`config.mk`:
```
export PLATFORM = sky130hd
export DESIGN_NAME = lsic_ctrl
export DESIGN_NICKNAME = d
export VERILOG_FILES = /design/src/sv/lsic_pkg.sv /design/src/sv/lsic_ctrl.sv
export SDC_FILE = /design/constraint.sdc
export NUM_CORES = 1
export LEC_CHECK = 0
export ABC_CLOCK_PERIOD_IN_PS = 1300
export BUFFER_PORTS_ARGS = -buffer_cell sky130_fd_sc_hd__buf_2
export CORE_AREA = 2 2 39 41
export DETAILED_ROUTE_END_ITERATION = 8
export DIE_AREA = 0 0 41 43
export HOLD_SLACK_MARGIN = 0.08
export PLACE_DENSITY = 0.3
export SYNTH_ARGS = -nofsm -noshare
export SYNTH_HDL_FRONTEND = slang
export SYNTH_SLANG_ARGS = --single-unit
```
`constraint.sdc`:
```
create_clock -name clk -period 1.3 [get_ports clk]
set_clock_uncertainty 0.1 [all_clocks]
set_input_delay 0.065 -clock clk [delete_from_list [all_inputs] [get_ports clk]]
set_output_delay 0.065 -clock clk [all_outputs]
set_load 0.03 [all_outputs]
```
`src/sv/lsic_pkg.sv`:
```
// Shared types and constants for the labelled sorted-set intersection counter.
`default_nettype none
package lsic_pkg;

  localparam int MAX_LIST = 1024;
  localparam int ADDR_W   = $clog2(MAX_LIST);
  localparam int LEN_W    = $clog2(MAX_LIST + 1);
  localparam int COUNT_W  = 11;
  localparam int VID_W    = 32;
  localparam int LABEL_W  = 8;

  localparam logic [COUNT_W-1:0] COUNT_MAX = '1;

  localparam logic [1:0] CMD_LOAD_A = 2'd0;
  localparam logic [1:0] CMD_LOAD_B = 2'd1;
  localparam logic [1:0] CMD_START  = 2'd2;

  typedef struct packed {
    logic [1:0]         cmd;
    logic [VID_W-1:0]   vertex_id;
    logic [LABEL_W-1:0] vertex_label;
    logic [LABEL_W-1:0] query_label;
  } lsic_in_t;

  typedef struct packed {
    logic [COUNT_W-1:0] match_count;
    logic               overflow;
  } lsic_out_t;

  typedef enum logic [1:0] {
    S_IDLE,
    S_MERGE,
    S_DONE
  } lsic_state_t;

  // Commands from the controller to the datapath.
  typedef struct packed {
    logic load_a;
    logic load_b;
    logic start;
    logic step;
    logic finish;
  } lsic_ctl_t;

  // Status from the datapath to the controller.
  typedef struct packed {
    logic empty;
    logic merge_last;
    logic out_free;
  } lsic_sts_t;

endpackage
`default_nettype wire

```
`src/sv/lsic_ctrl.sv`:
```
// Controller state machine: input handshake and merge sequencing.
`default_nettype none
module lsic_ctrl
  import lsic_pkg::*;
(
  input  wire logic      clk,
  input  wire logic      rst,
  input  wire logic      in_valid,
  input  wire logic [1:0] in_cmd,
  output logic           in_ready,
  input  wire lsic_sts_t sts,
  output lsic_ctl_t      ctl
);

  lsic_state_t state, state_next;

  always_ff @(posedge clk) begin
    if (rst) begin
      state <= S_IDLE;
    end else begin
      state <= state_next;
    end
  end

  always_comb begin
    state_next = state;
    ctl        = '0;
    in_ready   = 1'b0;
    unique case (state)
      S_IDLE: begin
        in_ready = 1'b1;
        if (in_valid) begin
          unique case (in_cmd)
            CMD_LOAD_A: ctl.load_a = 1'b1;
            CMD_LOAD_B: ctl.load_b = 1'b1;
            CMD_START: begin
              ctl.start  = 1'b1;
              state_next = sts.empty ? S_DONE : S_MERGE;
            end
            default: ;
          endcase
        end
      end
      S_MERGE: begin
        ctl.step = 1'b1;
        if (sts.merge_last) begin
          state_next = S_DONE;
        end
      end
      S_DONE: begin
        // Hold until the output register is free.
        if (sts.out_free) begin
          ctl.finish = 1'b1;
          state_next = S_IDLE;
        end
      end
      default: state_next = S_IDLE;
    endcase
  end

endmodule
`default_nettype wire

```
==> impl_metrics.yaml <==
global_route:
  top_usage_layer: "met4"
  grtUsageMet1_pct: 6.37
  grt_usage_pct: 6.31
  grt.overflow.total: 0
  grt_pass1_vias: 181
  grt.met2_usage_pct: 7.81
  grt_max_degree: 9
  antenna_found_initial: 0
  grt_pass1_wl_um: 683
  met3_usage_pct: 1.57
yosys:
  synthesis.instances: 17
  syn_area_um2: 155
  yosysTopAreaCellShare_pct: 25.8
  yosys.area.top_type: "dfxtp_1"
  synth_seq_cells: 2
  yosys-top-cells-area: "dfxtp_1 (26%), nand3b_4 (13%), and4bb_2 (8.1%)"
  synth_cell_types: 13
  syn_nets: 25
  syn_area_per_cell_um2: 9.13
  ys_seq_area_share_pct: 25.8
  yosys_warnings: 0
sta:
  timing.slew.headroom_pct: 89.0
  fin_crit_ps: 1240
  worst_pin_slew_ps: 164
  slew_violations: 0
  fin_tns_setup_ps: 0
  hold_viol: 0
  post-route-period-util_pct: 95.7
  fmax_mhz: 803
  rsz0062_at_grt: "false"
  setup_viol: 0
cells_and_area:
  fin_util_pct: 22.4
  multiInputGateArea_um2: 125
  seq_area_um2: 42.5
  fin_area_um2: 310
  drive_above_1_share_pct: 66.7
  n_antenna_cell: 0
  nNetsFinal: 46
  regMostFlops: "state"
  final_cell_mix: "buf_2 (11), clkbuf_4 (3), dlygate4sd3_1 (3)"
  layout_commonest_cell: "buf_2"
  fillers: 157
  top_regs: "state: 2 flops"
  largest_register_ffs: 2
  syn_to_final_growth_pct: 100
critical_path:
  end_kind: "primary output"
  crit_arrival_ps: 1080
  crit_type: "reg -> out"
  cp-start-kind: "flip-flop"
  required_ps: 1130
  cp_max_fo: 8
power:
  clkPwrFrac_pct: 51.2
  vdd_drop_max_v: 0.000245
  p_leak_nw: 0.150
  pwr-share-seq_pct: 25.8
  power_switching_uw: 67.4
  p_sw_share_pct: 25.6
  p_per_area_nw_per_um2: 850
  power_frac_comb_pct: 23.0
  p_int_uw: 196
placement:
  place_congestion: 0.524
  io_buffers: 13
  dp_hpwl_um: 363
  placed_area_um2: 245
detailed_routing:
  vias: 205
  drc_errors: 0
  drt-initial-drc-count: 4
  post_drt_via_cell_ratio: 3.94
  wl_per_cell_um: 8.69
  wl_um: 452
  drt_pre_antenna_iters: 4
  ant_nets: 0
clock_network:
  cts_tree: "done"
  ctsLongestPathBuffers: 2
  cts.sinks: 2
  clk_latency_ps: 220
  cts_max_level: 1
  post_cts_buffers: 0
  cts.clk_slew.worst_paths_ps: 30
  cts_buffers: 3
  cts-root-buf: "clkbuf_4"
floorplan:
  fp.dieW_um: 41
  die-area_um2: 1760
  coreArea_um2: 1380
  die_h_um: 43
  io_pins: 14
  rows: 14
  start_util_pct: 11.2
outcome:
  status: "finished, final reports clean"
run:
  maxCapViolations: 0
hold_path:
  hold_path.class: "in -> reg"
[critical path: stages, from the launching register on]
cell	delay [ps]
dfxtp_2	350
nor2_4	120
and4bb_2	230
buf_4	150
[per-stage QoR]
stage | hold WS, ps | cells | total power, mW | worst slack [ps]
6_report | 95.1 | 52 | 0.264 | 55.3
5_1_grt | 155 | 52 | 0.282 | 13.6
4_1_cts | 97.1 | 52 | 0.276 | 15.4
3_5_place_dp | 144 | 46 | 0.120 | 87.5
3_3_place_gp | 139 | 46 | 0.119 | 116
2_1_floorplan | 34.1 | 17 | 0.0966 | 62.0
[cell usage after synthesis, drive strengths merged]
library cell / n
nand2b: 1
nor2b: 1
nor2: 2
nor3b: 1
nand3b: 1
dfxtp: 2
o31a: 1
nand2: 1
nor3: 2
and4b: 1
a21oi: 2
and4bb: 1
or4b: 1
[metal layers]
layer / up-vias / part of all wire (%)
met5: - / 0
met4: 0 / 0
met3: 0 / 13
met2: 9 / 49
met1: 93 / 38
li1: 103 / -
[worst paths after layout]
kind	startpoint	depth (start not counted)	slack (ps)	to
max	state[0]	3	60	ctl[4]
max reg2reg	state[0]	2	100	state[1]
min	sts[0]	4	100	state[1]
min reg2reg	state[1]	1	410	state[0]
[cell families (layout without fill, tap and decap cells)]
| kind of cell | after synthesis | count (layout) | synth area share, % |
|---|---|---|---|
| simple gates | 12 | 12 | 61.3 |
| compound gates | 3 | 3 | 12.9 |
| flops | 2 | 2 | 25.8 |
| buf+inv | 0 | 19 | 0 |
[power by group through the flow]
| stage | Combinational [mW] | Sequential [mW] | Clock, mW |
|---|---|---|---|
| after floorplan | 0.0295 | 0.0672 | 0 |
| after global placement | 0.0512 | 0.0676 | 0 |
| after detailed placement | 0.0523 | 0.0678 | 0 |
| after CTS | 0.0610 | 0.0674 | 0.147 |
| after global routing | 0.0657 | 0.0685 | 0.148 |
| final | 0.0608 | 0.0680 | 0.135 |
[layout make-up]
class                           instances  share of cell area, %
Sequential cell                         2                   13.7
Multi-Input combinational cell         15                   40.3
Clock buffer                            3                   7.26
Timing Repair Buffer                   16                   32.3
Tap cell                               16                   6.45
[what timing repair did]
action,in CTS,in global routing
endpoints found under the setup margin,2,2
resized for setup,4,1
endpoints found under the hold margin,2,0
hold buffers,3,0
pin swaps,0,0
(Power assumes the default switching activity.)
